===== config.mk =====
export PLATFORM = sky130hd
export DESIGN_NAME = plot_command_stream_parser_top
export DESIGN_NICKNAME = d
export VERILOG_FILES = /design/src/rtl/pcsp_pkg.sv /design/src/rtl/plot_command_stream_parser_top.sv /design/src/rtl/pcsp_ram.sv /design/src/rtl/pcsp_decode.sv /design/src/rtl/pcsp_update.sv
export SDC_FILE = /design/constraint.sdc
export NUM_CORES = 2
export LEC_CHECK = 0
export BUFFER_PORTS_ARGS = -buffer_cell sky130_fd_sc_hd__clkbuf_2
export CAP_MARGIN = 5
export CELL_PAD_IN_SITES_DETAIL_PLACEMENT = 0
export CELL_PAD_IN_SITES_GLOBAL_PLACEMENT = 2
export CORE_MARGIN = 10
export CORE_UTILIZATION = 46
export CTS_CLUSTER_SIZE = 16
export DETAILED_ROUTE_END_ITERATION = 10
export PLACE_DENSITY = 0.79
export REMOVE_ABC_BUFFERS = 1
export SYNTH_ARGS = -nofsm -noshare
export SYNTH_HDL_FRONTEND = slang
export SYNTH_SLANG_ARGS = --single-unit

===== constraint.sdc =====
create_clock -name clk -period 8 [get_ports clk]
set_clock_uncertainty 0.05 [all_clocks]
set_input_delay 1.6 -clock clk [delete_from_list [all_inputs] [get_ports clk]]
set_output_delay 1.6 -clock clk [all_outputs]
set_load 0.005 [all_outputs]

===== src/rtl/pcsp_pkg.sv =====
// Shared types, constants and command tables for the plot command stream parser.
// No dependencies; every other file in rtl/ except pcsp_ram uses this package.
package pcsp_pkg;

    localparam int COUNT_BITS  = 32;
    localparam int OUT_COUNT_W = 32;
    localparam int NUM_CMDS    = 58;
    localparam int CMD_IDX_W   = 6;
    localparam int SKIP_W      = 6;

    localparam logic [7:0] FIRST_CMD = 8'h41;
    localparam logic [7:0] LINEFEED  = 8'h0A;

    localparam logic [COUNT_BITS-1:0] COUNT_MAX = '1;

    typedef enum logic {
        OP_BYTE = 1'b0,
        OP_READ = 1'b1
    } op_t;

    typedef enum logic [1:0] {
        ST_CMD   = 2'd0,
        ST_ARG   = 2'd1,
        ST_BAD   = 2'd2,
        ST_REPLY = 2'd3
    } status_t;

    typedef enum logic [1:0] {
        KIND_BAD    = 2'd0,
        KIND_FIXED  = 2'd1,
        KIND_STRING = 2'd2
    } cmd_kind_t;

    // 'A' .. 'z'
    localparam cmd_kind_t CMD_KIND [NUM_CMDS] = '{
        KIND_BAD,   KIND_BAD,   KIND_FIXED, KIND_BAD,   KIND_BAD,
        KIND_FIXED, KIND_BAD,   KIND_BAD,   KIND_BAD,   KIND_BAD,
        KIND_BAD,   KIND_FIXED, KIND_FIXED, KIND_FIXED, KIND_FIXED,
        KIND_FIXED, KIND_FIXED, KIND_BAD,   KIND_FIXED, KIND_BAD,
        KIND_BAD,   KIND_FIXED, KIND_FIXED, KIND_FIXED, KIND_BAD,
        KIND_BAD,   KIND_BAD,   KIND_BAD,   KIND_BAD,   KIND_BAD,
        KIND_BAD,   KIND_BAD,   KIND_FIXED, KIND_BAD,   KIND_FIXED,
        KIND_BAD,   KIND_FIXED, KIND_STRING, KIND_BAD,  KIND_BAD,
        KIND_FIXED, KIND_BAD,   KIND_BAD,   KIND_FIXED, KIND_FIXED,
        KIND_FIXED, KIND_FIXED, KIND_FIXED, KIND_FIXED, KIND_FIXED,
        KIND_FIXED, KIND_STRING, KIND_BAD,  KIND_FIXED, KIND_FIXED,
        KIND_FIXED, KIND_BAD,   KIND_BAD
    };

    localparam logic [SKIP_W-1:0] CMD_BYTES [NUM_CMDS] = '{
        6'd0,  6'd0,  6'd3,  6'd0,  6'd0,  6'd0,  6'd0,  6'd0,  6'd0,  6'd0,
        6'd0,  6'd12, 6'd6,  6'd6,  6'd24, 6'd6,  6'd24, 6'd0,  6'd12, 6'd0,
        6'd0,  6'd48, 6'd48, 6'd24, 6'd0,  6'd0,  6'd0,  6'd0,  6'd0,  6'd0,
        6'd0,  6'd0,  6'd12, 6'd0,  6'd6,  6'd0,  6'd0,  6'd0,  6'd0,  6'd0,
        6'd24, 6'd0,  6'd0,  6'd8,  6'd4,  6'd4,  6'd16, 6'd4,  6'd16, 6'd48,
        6'd8,  6'd0,  6'd0,  6'd32, 6'd32, 6'd16, 6'd0,  6'd0
    };

    typedef struct packed {
        logic                 en;
        logic [CMD_IDX_W-1:0] addr;
    } rd_req_t;

    typedef struct packed {
        status_t              status;
        logic [7:0]           code;
        logic [SKIP_W-1:0]    remaining;
        logic                 in_string;
        logic [CMD_IDX_W-1:0] addr;
        logic                 hit;
        logic                 inc;
    } s1_t;

    function automatic logic [OUT_COUNT_W-1:0] count_out(input logic [COUNT_BITS-1:0] v);
        logic [63:0] wide;
        wide = 64'(v);
        if (wide > 64'({OUT_COUNT_W{1'b1}}))
            return '1;
        return wide[OUT_COUNT_W-1:0];
    endfunction

endpackage


===== src/rtl/plot_command_stream_parser_top.sv =====
// Top level of the plot command stream parser: handshakes, output register, packing.
// Depends on pcsp_pkg, pcsp_decode and pcsp_update.
//
// Usage:
//   Slave channel: one item per byte of the plot stream (s_axis_tuser = 0) or a
//   usage count read (s_axis_tuser = 1). Master channel: exactly one result item
//   per input item, in order, with its status in m_axis_tuser.
//   Path: each item passes the stage-1 register, then the output register.
//   Throughput: one item per cycle unless the output stalls. The counter RAM is
//   read in the accept cycle and written back as the item leaves stage 1; a command
//   that hits the entry just written takes the value from a forwarding register, so
//   no bubbles are needed.
//   Reset: stream state clears at once, and a valid bit per counter makes every
//   count read as zero until first written; items are taken right after reset.
//   Stall: while a result waits in the output register and m_axis_tready is low,
//   s_axis_tready is low and both stages hold; the two-stage pipe keeps
//   accepting as long as the output register empties in the same cycle.
module plot_command_stream_parser_top (
    input  logic        clk,
    input  logic        rst_n,
    input  logic        s_axis_tvalid,
    output logic        s_axis_tready,
    input  logic [15:0] s_axis_tdata,   // stream_byte[7:0], count_index[13:8], zero[15:14]
    input  logic        s_axis_tuser,   // op[0]
    output logic        m_axis_tvalid,
    input  logic        m_axis_tready,
    output logic [47:0] m_axis_tdata,   // command_code[7:0], bytes_remaining[13:8],
                                        // in_string_arg[14], count_value[46:15], zero[47]
    output logic [1:0]  m_axis_tuser    // status[1:0]
);

    logic                                advance;
    logic                                accept;
    pcsp_pkg::rd_req_t                   rd;
    pcsp_pkg::s1_t                       s1;
    logic                                s1_valid;
    logic [pcsp_pkg::OUT_COUNT_W-1:0]    count_value;

    logic                                out_valid_reg;
    pcsp_pkg::status_t                   out_status_reg;
    logic [7:0]                          out_code_reg;
    logic [pcsp_pkg::SKIP_W-1:0]         out_remaining_reg;
    logic                                out_string_reg;
    logic [pcsp_pkg::OUT_COUNT_W-1:0]    out_count_reg;

    assign advance = !out_valid_reg || m_axis_tready;
    assign accept  = s_axis_tvalid && advance;

    pcsp_decode u_decode (
        .clk         (clk),
        .rst_n       (rst_n),
        .accept      (accept),
        .advance     (advance),
        .op          (s_axis_tuser),
        .stream_byte (s_axis_tdata[7:0]),
        .count_index (s_axis_tdata[13:8]),
        .rd          (rd),
        .s1          (s1),
        .s1_valid    (s1_valid)
    );

    pcsp_update u_update (
        .clk         (clk),
        .rst_n       (rst_n),
        .advance     (advance),
        .rd          (rd),
        .s1          (s1),
        .s1_valid    (s1_valid),
        .count_value (count_value)
    );

    always_ff @(posedge clk or negedge rst_n)
    begin
        if (!rst_n)
            out_valid_reg <= 1'b0;
        else if (advance)
            out_valid_reg <= s1_valid;
    end

    always_ff @(posedge clk)
    begin
        if (advance && s1_valid)
        begin
            out_status_reg    <= s1.status;
            out_code_reg      <= s1.code;
            out_remaining_reg <= s1.remaining;
            out_string_reg    <= s1.in_string;
            out_count_reg     <= count_value;
        end
    end

    assign s_axis_tready = advance;
    assign m_axis_tvalid = out_valid_reg;
    assign m_axis_tuser  = 2'(out_status_reg);
    assign m_axis_tdata  = {1'b0, out_count_reg, out_string_reg, out_remaining_reg, out_code_reg};

    a_bad_has_zero_count: assert property (@(posedge clk) disable iff (!rst_n)
        (out_valid_reg && out_status_reg == pcsp_pkg::ST_BAD) |->
        (out_count_reg == '0 && out_remaining_reg == '0 && !out_string_reg))
        else $error("bad command result carries argument or count data");

    a_cmd_count_nonzero: assert property (@(posedge clk) disable iff (!rst_n)
        (out_valid_reg && out_status_reg == pcsp_pkg::ST_CMD) |-> (out_count_reg != '0))
        else $error("accepted command reports a zero usage count");

    a_arg_not_both: assert property (@(posedge clk) disable iff (!rst_n)
        (out_valid_reg && out_status_reg == pcsp_pkg::ST_ARG) |->
        !(out_remaining_reg != '0 && out_string_reg))
        else $error("argument result in fixed and string skip at once");

endmodule


===== src/rtl/pcsp_ram.sv =====
// Generic single-port-write, single-port-read RAM with registered read data.
// No dependencies.
module pcsp_ram #(
    parameter int WIDTH = 32,
    parameter int DEPTH = 64
) (
    input  logic                     clk,
    input  logic                     we,
    input  logic [$clog2(DEPTH)-1:0] waddr,
    input  logic [WIDTH-1:0]         wdata,
    input  logic                     re,
    input  logic [$clog2(DEPTH)-1:0] raddr,
    output logic [WIDTH-1:0]         rdata
);

    logic [WIDTH-1:0] mem_reg [DEPTH];
    logic [WIDTH-1:0] rdata_reg;

    always_ff @(posedge clk)
    begin
        if (we)
            mem_reg[waddr] <= wdata;
        if (re)
            rdata_reg <= mem_reg[raddr];
    end

    assign rdata = rdata_reg;

endmodule


===== src/rtl/pcsp_decode.sv =====
// Front stage: stream state, command table lookup and counter read request.
// Depends on pcsp_pkg.
module pcsp_decode (
    input  logic                             clk,
    input  logic                             rst_n,
    input  logic                             accept,
    input  logic                             advance,
    input  logic                             op,
    input  logic [7:0]                       stream_byte,
    input  logic [pcsp_pkg::CMD_IDX_W-1:0]   count_index,
    output pcsp_pkg::rd_req_t                rd,
    output pcsp_pkg::s1_t                    s1,
    output logic                             s1_valid
);

    logic [pcsp_pkg::SKIP_W-1:0] skip_left_reg, skip_left_next;
    logic                        string_mode_reg, string_mode_next;
    logic [7:0]                  current_command_reg, current_command_next;
    logic                        s1_valid_reg;
    pcsp_pkg::s1_t               s1_reg, s1_next;

    logic [7:0]                  byte_off;
    logic [7:0]                  cur_off;
    logic                        byte_in_tbl;
    logic                        cur_in_tbl;
    pcsp_pkg::cmd_kind_t         kind;

    always_comb
    begin
        byte_off    = stream_byte - pcsp_pkg::FIRST_CMD;
        cur_off     = current_command_reg - pcsp_pkg::FIRST_CMD;
        byte_in_tbl = (stream_byte >= pcsp_pkg::FIRST_CMD) &&
                      (byte_off < 8'(pcsp_pkg::NUM_CMDS));
        cur_in_tbl  = (current_command_reg >= pcsp_pkg::FIRST_CMD) &&
                      (cur_off < 8'(pcsp_pkg::NUM_CMDS));
        kind        = byte_in_tbl ? pcsp_pkg::CMD_KIND[byte_off[pcsp_pkg::CMD_IDX_W-1:0]]
                                  : pcsp_pkg::KIND_BAD;

        skip_left_next       = skip_left_reg;
        string_mode_next     = string_mode_reg;
        current_command_next = current_command_reg;

        s1_next.status    = pcsp_pkg::ST_ARG;
        s1_next.code      = current_command_reg;
        s1_next.remaining = '0;
        s1_next.in_string = 1'b0;
        s1_next.addr      = cur_off[pcsp_pkg::CMD_IDX_W-1:0];
        s1_next.hit       = cur_in_tbl;
        s1_next.inc       = 1'b0;

        if (pcsp_pkg::op_t'(op) == pcsp_pkg::OP_READ)
        begin
            s1_next.status    = pcsp_pkg::ST_REPLY;
            s1_next.code      = pcsp_pkg::FIRST_CMD + 8'(count_index);
            s1_next.remaining = skip_left_reg;
            s1_next.in_string = string_mode_reg;
            s1_next.addr      = count_index;
            s1_next.hit       = count_index < pcsp_pkg::CMD_IDX_W'(pcsp_pkg::NUM_CMDS);
        end
        else if (skip_left_reg != '0)
        begin
            skip_left_next    = skip_left_reg - 1'b1;
            s1_next.remaining = skip_left_next;
        end
        else if (string_mode_reg)
        begin
            string_mode_next  = (stream_byte != pcsp_pkg::LINEFEED);
            s1_next.in_string = string_mode_next;
        end
        else if (kind == pcsp_pkg::KIND_BAD)
        begin
            s1_next.status = pcsp_pkg::ST_BAD;
            s1_next.code   = stream_byte;
            s1_next.hit    = 1'b0;
        end
        else
        begin
            current_command_next = stream_byte;
            if (kind == pcsp_pkg::KIND_STRING)
            begin
                string_mode_next = 1'b1;
                skip_left_next   = '0;
            end
            else
            begin
                string_mode_next = 1'b0;
                skip_left_next   = pcsp_pkg::CMD_BYTES[byte_off[pcsp_pkg::CMD_IDX_W-1:0]];
            end
            s1_next.status    = pcsp_pkg::ST_CMD;
            s1_next.code      = stream_byte;
            s1_next.remaining = skip_left_next;
            s1_next.in_string = string_mode_next;
            s1_next.addr      = byte_off[pcsp_pkg::CMD_IDX_W-1:0];
            s1_next.hit       = 1'b1;
            s1_next.inc       = 1'b1;
        end

        rd.en   = accept && s1_next.hit;
        rd.addr = s1_next.addr;
    end

    always_ff @(posedge clk or negedge rst_n)
    begin
        if (!rst_n)
        begin
            skip_left_reg       <= '0;
            string_mode_reg     <= 1'b0;
            current_command_reg <= '0;
            s1_valid_reg        <= 1'b0;
        end
        else
        begin
            if (accept)
            begin
                skip_left_reg       <= skip_left_next;
                string_mode_reg     <= string_mode_next;
                current_command_reg <= current_command_next;
            end
            if (advance)
                s1_valid_reg <= accept;
        end
    end

    always_ff @(posedge clk)
    begin
        if (accept)
            s1_reg <= s1_next;
    end

    assign s1       = s1_reg;
    assign s1_valid = s1_valid_reg;

    a_skip_xor_string: assert property (@(posedge clk) disable iff (!rst_n)
        !(skip_left_reg != '0 && string_mode_reg))
        else $error("fixed skip and string skip active together");

    a_skip_has_cmd: assert property (@(posedge clk) disable iff (!rst_n)
        (skip_left_reg != '0 || string_mode_reg) |-> cur_in_tbl)
        else $error("argument skip without a known command");

    a_reply_keeps_state: assert property (@(posedge clk) disable iff (!rst_n)
        (accept && pcsp_pkg::op_t'(op) == pcsp_pkg::OP_READ) |=>
        ($stable(skip_left_reg) && $stable(string_mode_reg) && $stable(current_command_reg)))
        else $error("count read changed stream state");

endmodule


===== src/rtl/pcsp_update.sv =====
// Counter stage: usage count RAM, valid bits, write forwarding, saturating increment.
// Depends on pcsp_pkg and pcsp_ram.
module pcsp_update (
    input  logic                                clk,
    input  logic                                rst_n,
    input  logic                                advance,
    input  pcsp_pkg::rd_req_t                   rd,
    input  pcsp_pkg::s1_t                       s1,
    input  logic                                s1_valid,
    output logic [pcsp_pkg::OUT_COUNT_W-1:0]    count_value
);

    logic [pcsp_pkg::NUM_CMDS-1:0]    valid_reg, valid_next;
    logic                             lw_valid_reg;
    logic [pcsp_pkg::CMD_IDX_W-1:0]   lw_addr_reg;
    logic [pcsp_pkg::COUNT_BITS-1:0]  lw_data_reg;

    logic [pcsp_pkg::COUNT_BITS-1:0]  rdata;
    logic [pcsp_pkg::COUNT_BITS-1:0]  cur;
    logic [pcsp_pkg::COUNT_BITS-1:0]  upd;
    logic                             wr_en;

    pcsp_ram #(
        .WIDTH (pcsp_pkg::COUNT_BITS),
        .DEPTH (pcsp_pkg::NUM_CMDS)
    ) u_ram (
        .clk   (clk),
        .we    (wr_en),
        .waddr (s1.addr),
        .wdata (upd),
        .re    (rd.en),
        .raddr (rd.addr),
        .rdata (rdata)
    );

    always_comb
    begin
        cur = '0;
        if (s1.hit)
        begin
            if (lw_valid_reg && lw_addr_reg == s1.addr)
                cur = lw_data_reg;
            else if (valid_reg[s1.addr])
                cur = rdata;
        end
        upd = (s1.inc && cur != pcsp_pkg::COUNT_MAX) ? cur + 1'b1 : cur;
        wr_en = advance && s1_valid && s1.inc;

        valid_next = valid_reg;
        if (wr_en)
            valid_next[s1.addr] = 1'b1;

        count_value = pcsp_pkg::count_out(upd);
    end

    always_ff @(posedge clk or negedge rst_n)
    begin
        if (!rst_n)
        begin
            valid_reg    <= '0;
            lw_valid_reg <= 1'b0;
        end
        else
        begin
            valid_reg <= valid_next;
            if (wr_en)
                lw_valid_reg <= 1'b1;
        end
    end

    always_ff @(posedge clk)
    begin
        if (wr_en)
        begin
            lw_addr_reg <= s1.addr;
            lw_data_reg <= upd;
        end
    end

endmodule

## After elaboration in Yosys (flattened, before gate mapping)

Memories as Yosys holds them, arrays and structs flattened. A register that Yosys moved wholly into a read port is not among the register bits.
Cells that the tools add are included.
W data, S select, Z words.

- Flip-flop bits (word level): 188
- Bits in latches: 0
- Memory bits (writable): 1856
- Memory bits (read-only): 512
- Input bits: 21
- Output and inout port bits: 52
- Word-level logic and storage cells: 99
- Memories kept: 3

Memories:

| memory | depth | bits a word | rd ports | clocked after memory_dff | wr ports | RTL line | RTL |
|---|---|---|---|---|---|---|---|
| u_update.u_ram.mem_reg | 58 | 32 | 1 | 1 | 1 | pcsp_ram.sv:16 | `logic [WIDTH-1:0] mem_reg [DEPTH];` |
| (name not given) | 64 | 6 | 1 | 0 | 0 | pcsp_decode.sv:87 | `skip_left_next = pcsp_pkg::CMD_BYTES[byte_off[pcsp_pkg::CMD_IDX_W-1:0]];` |
| (name not given) | 64 | 2 | 1 | 0 | 0 | pcsp_decode.sv:36 | `kind = byte_in_tbl ? pcsp_pkg::CMD_KIND[byte_off[pcsp_pkg::CMD_IDX_W-1:0]]` |

- Add/subtract/negate cells: 5
- Multipliers: 0
- Divide/modulo/power cells: 0
- Order comparisons: 8
- Equal/unequal tests: 6
- Shift-type cells: 0
- Mux-type cells: 32
- Bitwise logic cells: 6
- Reduce and logical (&&, ||, !) cells: 17

Operator list:

| operator | count |
|---|---|
| $mux W32 | 4 |
| $or A58 B58 Y58 | 1 |
| $mux W6 | 7 |
| $add A32 B1 Y32 const B | 1 |
| $ne A32 B32 Y1 const B | 1 |
| $mux W22 | 1 |
| $mux W10 | 2 |
| $ge A8 B7 Y1 const B | 2 |
| $lt A8 B6 Y1 const B | 2 |
| $mux W16 | 1 |
| $sub A8 B7 Y8 const B | 2 |
| $mux W13 | 1 |
| $logic_and A1 B1 Y1 | 9 |
| $mux W1 | 9 |
| $mux W9 | 1 |
| $add A7 B6 Y8 const A | 1 |
| $mux W8 | 1 |
| $ne A8 B4 Y1 const B | 1 |
| $ge A7 B7 Y1 const B | 1 |
| $lt A6 B7 Y1 const B | 1 |
| $not A6 Y7 | 1 |
| $bmux W1 S6 | 1 |
| $demux W1 S6 | 1 |
| $eq A6 B6 Y1 | 1 |
| 16 further kinds | 21 |

## Depth between registers and ports, before layout

- Depth in word-level cells: 13
- Gate-level depth with buffers: 22

## By module

From an unflattened synthesis, not the netlist that was laid out.

- Cells, all modules: 4100
- Area total of the unflattened synthesis: 82429.1 µm²

Modules (own cells, without submodules):

| module | times used | cells an instance | area an instance (µm²) | sequential area each (µm²) |
|---|---|---|---|---|
| pcsp_ram | 1 | 3180 | 72041.6 | 56694.4 |
| pcsp_update | 1 | 520 | 5610.4 | 2617.5 |
| pcsp_decode | 1 | 343 | 3229.3 | 1151.1 |
| plot_command_stream_parser_top | 1 | 57 | 1547.7 | 1496.4 |

## Worst setup path before layout

OpenSTA, ideal clock, no wires.

- Path kind: input-to-reg
- From: in s_axis_tdata[1]
- To: reg u_update.u_ram.rdata_reg[0], in the netlist u_update.u_ram.rdata[0], read port of u_update.u_ram.mem_reg (enable)
- Setup time: 432 ps
- Arrival: 5664 ps
- Setup slack: 1854 ps
- Stages on the path: 16
- Buffers on the path: 3
- Cells stage by stage: buf_2 -> inv_1 -> ha_1 -> clkbuf_1 -> inv_1 -> ha_1 -> clkbuf_1 -> and4b_1 -> a211oi_1 -> a21oi_1 -> a21oi_1 -> o21ai_0 -> nand2_1 -> nand2_1 -> a21o_1 -> a21oi_1

RTL lines:

| element | RTL line | RTL |
|---|---|---|
| from (decl) | plot_command_stream_parser_top.sv:23 | `input logic [15:0] s_axis_tdata,` |
| to (decl) | pcsp_ram.sv:17 | `logic [WIDTH-1:0] rdata_reg;` |

## Worst setup path after layout

- From: reg u_decode.s1_reg (netlist bit u_decode.s1[4])
- To: mem u_update.u_ram.mem_reg[8][19], data pin

- Cells in the longest elaborated chain, start to end: 8

Ends and longest elaborated chain:

| element | RTL line | RTL |
|---|---|---|
| from (decl) | pcsp_decode.sv:20 | `pcsp_pkg::s1_t s1_reg, s1_next;` |
| from (signal assigned) | pcsp_decode.sv:127 | `s1_reg <= s1_next;` |
| $bmux W1 S6 | pcsp_update.sv:43 | `else if (valid_reg[s1.addr])` |
| $mux W1 (implied by the code) | pcsp_update.sv:43 |  |
| $mux W32 | pcsp_update.sv:43 |  |
| $mux W32 * | pcsp_update.sv:41 | `if (lw_valid_reg && lw_addr_reg == s1.addr)` |
| $mux W32 * | pcsp_update.sv:39 | `if (s1.hit)` |
| branches (longest 2 deep; another with $add A32 B1 Y32) | - |  |
| $mux W32 * | pcsp_update.sv:46 | `upd = (s1.inc && cur != pcsp_pkg::COUNT_MAX) ? cur + 1'b1 : cur;` |
| named net count_value, one bit | plot_command_stream_parser_top.sv:37 | `logic [pcsp_pkg::OUT_COUNT_W-1:0] count_value;` |
| to (decl) | pcsp_ram.sv:16 |  |

Mark *: on every way through the listed nets, which the timed path passes. The select of a mux whose other input is x is not followed.

==> metrics.md <==
| Metric | Value |
|---|---|
| Run status | finished clean |
| Final setup violation count | 0 |
| Worst setup path startpoint | u_decode.s1[4] |
| Worst hold path type | flip-flop to flip-flop |
| First-pass GRT wire length | 354.6 mm |
| Sink Count | 2076 |
| Worst Setup End Kind | flip-flop |
| Initial Utilization | 46.26% |
| Synth Flop Type | edfxtp_1 |
| Avg Vias per Cell | 6.150 |
| # H-tree levels | 4 |
| Synth Area per Inst | 14.43 sq um |
| Die height | 446.6 um |
| Vias in the first global route | 50380 |
| Total GRT Usage | 24.06% |
| Critical path class | flip-flop to flip-flop |
| RSZ-0062 raised after global routing | no |
| # Post-CTS Setup Buffers | 0 |
| YS warnings | 0 |
| Yosys top cell by area | edfxtp_1 |
| Num CTS Buffers | 212 |
| Largest net degree at the start of global routing | 114 |
| Reg2reg setup slack | 0.71 ns |
| Buffer levels on the longest clock path | 3 |
| GP Congestion | 0.8436 |
| Sequential fraction of the synthesis area | 74.02% |
| Initial DRC count | 5763 |
| Clk Latency, worst-skew pair | 0.85 ns |
| Initial antenna violation count | 7 |
| Share of layout cells above drive strength 1 | 15.12% |
| Total gr overflow | 0 |
| Post-synth EDFFs | 2000 |
| Fill cells | 14840 |
| Fin. Hold Viols | 0 |
| DRC viols | 0 |
| Slew margin rel. | 15.35% |
| Crit path max fanout | 25 |
| Slew @ Worst Pin | 1.256 ns |
| Post-synth cell types | 95 |
| Number of port buffers | 69 |
| Async S/R FF share, synth | 3.661% |
| CTS tree | done |
| Worst Setup EP | u_update.u_ram.mem_reg[8][19] |
| F_max | 137.1 MHz |
| Final Cycle Share | 91.18% |
| Largest cells by area after synthesis | edfxtp_1, nand2_1, dfrtp_1 |
| CTS resizes | 0 |
| Arr. time, crit path | 7.86 ns |
| Num rows | 156 |
| Fin crit period | 7.294 ns |
| Clock Tree Root | clkbuf_16 |
| Mapped Area | 83700 sq um |
| Clock slew at reported path FFs | 0.06 ns |
| Tot Pwr | 24390 uW |
| Mapped Cells | 5799 |
| Peak supply drop | 0.2158 mV |
| Slew Viols, Final | 0 |
| Worst r2r src | u_decode.s1[4] |
| Startpoint types | flip-flop |
| Core area | 180900 sq um |
| R2R Path End | u_update.u_ram.mem_reg[8][19] |
| Worst setup margin | 0.7055 ns |
| # IOs | 73 |
| Area Overhead vs Synth | 14.05% |
| Reg2Reg Depth | 16 |
| Final antenna-violating net count | 0 |
| Die area | 199400 sq um |
| PD cells | 255.5 nW/um^2 |
| Leak | 0.03221 uW |
| Non-filler instance count after layout | 8498 |
| Max Cap Viol | 0 |
| Final nets | 5988 |
| Pre-Repair DR Iteration Count | 5 |
| Largest register FFs | 1856 |
| WL per Instance | 28.81 um |
| Seq cells post-synth | 2076 |
| Setup WS pre-CTS | 0.7780 ns |
| CP Data Required Time | 8.56 ns |
| Hpwl dp | 140.1 mm |
| Horiz. Die Dim | 446.6 um |
| Synth top area share | 71.75% |
| Routed wire length | 244.8 mm |
| CTS hold repair buffers | 0 |
| Dpl cells | 8111 |
| Vias post-DR | 52270 |
## layout make-up
| cell class | instances | area, sq um | share of cell area [%] |
|---|---|---|---|
| antenna | 2 | 5.005 | 0.005243 |
| inverter | 26 | 118.9 | 0.1245 |
| tap | 2370 | 2965 | 3.106 |
| timing repair buffer | 347 | 2998 | 3.140 |
| clock buffer | 254 | 5557 | 5.821 |
| sequential | 2076 | 61960 | 64.90 |
| clock inverter | 131 | 1130 | 1.184 |
| multi-input combinational | 3292 | 20730 | 21.72 |
## synthesized netlist by cell type, drive strengths merged, types with 6 or more instances
master	number
nor2	129
o221a	14
xor2	17
a211oi	79
a311oi	7
a2bb2oi	13
a31oi	152
a22oi	138
a211o	18
and2	23
and3	56
a22o	12
nand2	1064
or4	7
o221ai	50
xnor2	31
buf	218
clkbuf	187
mux2	26
nand3	225
o22ai	47
a32oi	93
and4	12
inv	25
o22a	7
nor2b	8
nor3	27
o211ai	12
mux4	66
mux2i	101
a21oi	291
a2111oi	6
nand2b	11
a21o	24
or2	61
o21ai	189
nand4	131
a221o	12
nor4	17
o31ai	15
ha	12
dfrtp	76
edfxtp	2000
a221oi	19
## critical path: stages (launching register included)
cell      delay (ns)
edfxtp_1        0.77
nor2_1          0.41
a221oi_1        0.13
o221a_2         0.37
o41ai_2         0.64
o21ai_0         0.64
o21ai_0         0.34
and2_1          0.24
ha_1            0.20
inv_1           0.06
a221oi_1        0.34
nand4_1         0.22
nor3_1          0.42
a41o_1          0.65
nor4_1          0.23
xnor2_2         0.87
buf_4           0.45
## report_power, final
group | internal [uW] | leakage [uW] | switching (uW) | total (uW)
registers | 12100 | 0.0193 | 92.5 | 12200
clock network | 5470 | 0.00329 | 4130 | 9600
logic | 821 | 0.00958 | 1750 | 2570
total | 18400 | 0.0322 | 5970 | 24400
## kinds of logic after synthesis
logic type / count (synthesis) / synth area share, %
compound gates: 1242 / 9.972
xor+xnor: 48 / 0.5022
fa+ha+maj: 12 / 0.1794
buf+inv: 431 / 2.286
flops: 2076 / 74.02
mux: 193 / 3.338
other cells: 1 / 0.004480
simple gates: 1796 / 9.697
## per-stage QoR
step / hold slack (ns) / setup TNS (ns) / cell area (sq um) / utilization [%]
detailed placement: 0.3559 / 0 / 88770 / 49.06
global placement: 0.3514 / 0 / 88770 / 49.06
finish: 0.3706 / 0 / 95460 / 52.76
global route: 0.3772 / 0 / 95460 / 52.76
CTS: 0.3707 / 0 / 95460 / 52.76
floorplan: 0.3503 / -778.85 / 81890 / -
## placed cells by master (no fill, tap or decap), types with 57 or more instances in the layout
| master | Yosys | routed |
|---|---|---|
| edfxtp_1 | 2000 | 2000 |
| nand2_1 | 1064 | 1061 |
| a21oi_1 | 290 | 287 |
| buf_4 | 9 | 234 |
| nand3_1 | 225 | 225 |
| clkbuf_16 | 0 | 215 |
| o21ai_0 | 183 | 183 |
| a31oi_1 | 152 | 151 |
| a22oi_1 | 138 | 138 |
| nand4_1 | 131 | 131 |
| mux2i_1 | 101 | 100 |
| a32oi_1 | 93 | 93 |
| a211oi_1 | 77 | 76 |
| dfrtp_1 | 76 | 76 |
| nor2_1 | 127 | 71 |
| clkbuf_2 | 0 | 68 |
| mux4_2 | 66 | 66 |
| or2_2 | 60 | 60 |
| clkinv_1 | 1 | 58 |
| nor2_4 | 1 | 57 |
## how the worst min path moves through the flow
| stage | slack (ns) | end | start | depth (start not counted) |
|---|---|---|---|---|
| after floorplan | 0.35 | m_axis_tuser[0] | u_decode.s1[23] | 0 |
| after global placement | 0.35 | out_code_reg[1] | u_decode.s1[16] | 0 |
| after detailed placement | 0.36 | out_remaining_reg[4] | u_decode.s1[13] | 0 |
| after CTS | 0.37 | out_remaining_reg[3] | u_decode.s1[12] | 0 |
| after global routing | 0.38 | out_remaining_reg[0] | u_decode.s1[9] | 0 |
| final | 0.37 | out_remaining_reg[0] | u_decode.s1[9] | 0 |
## routing by layer
layer | routed length, um | vias up | global-route usage [%]
li1 | - | 22820 | -
met1 | 104000 | 26940 | 34.39
met2 | 115000 | 2141 | 37.99
met3 | 17470 | 365 | 3.367
met4 | 8423 | 0 | 8.139
met5 | 0 | - | 0
Note: power is estimated with default switching activity, not from simulation.
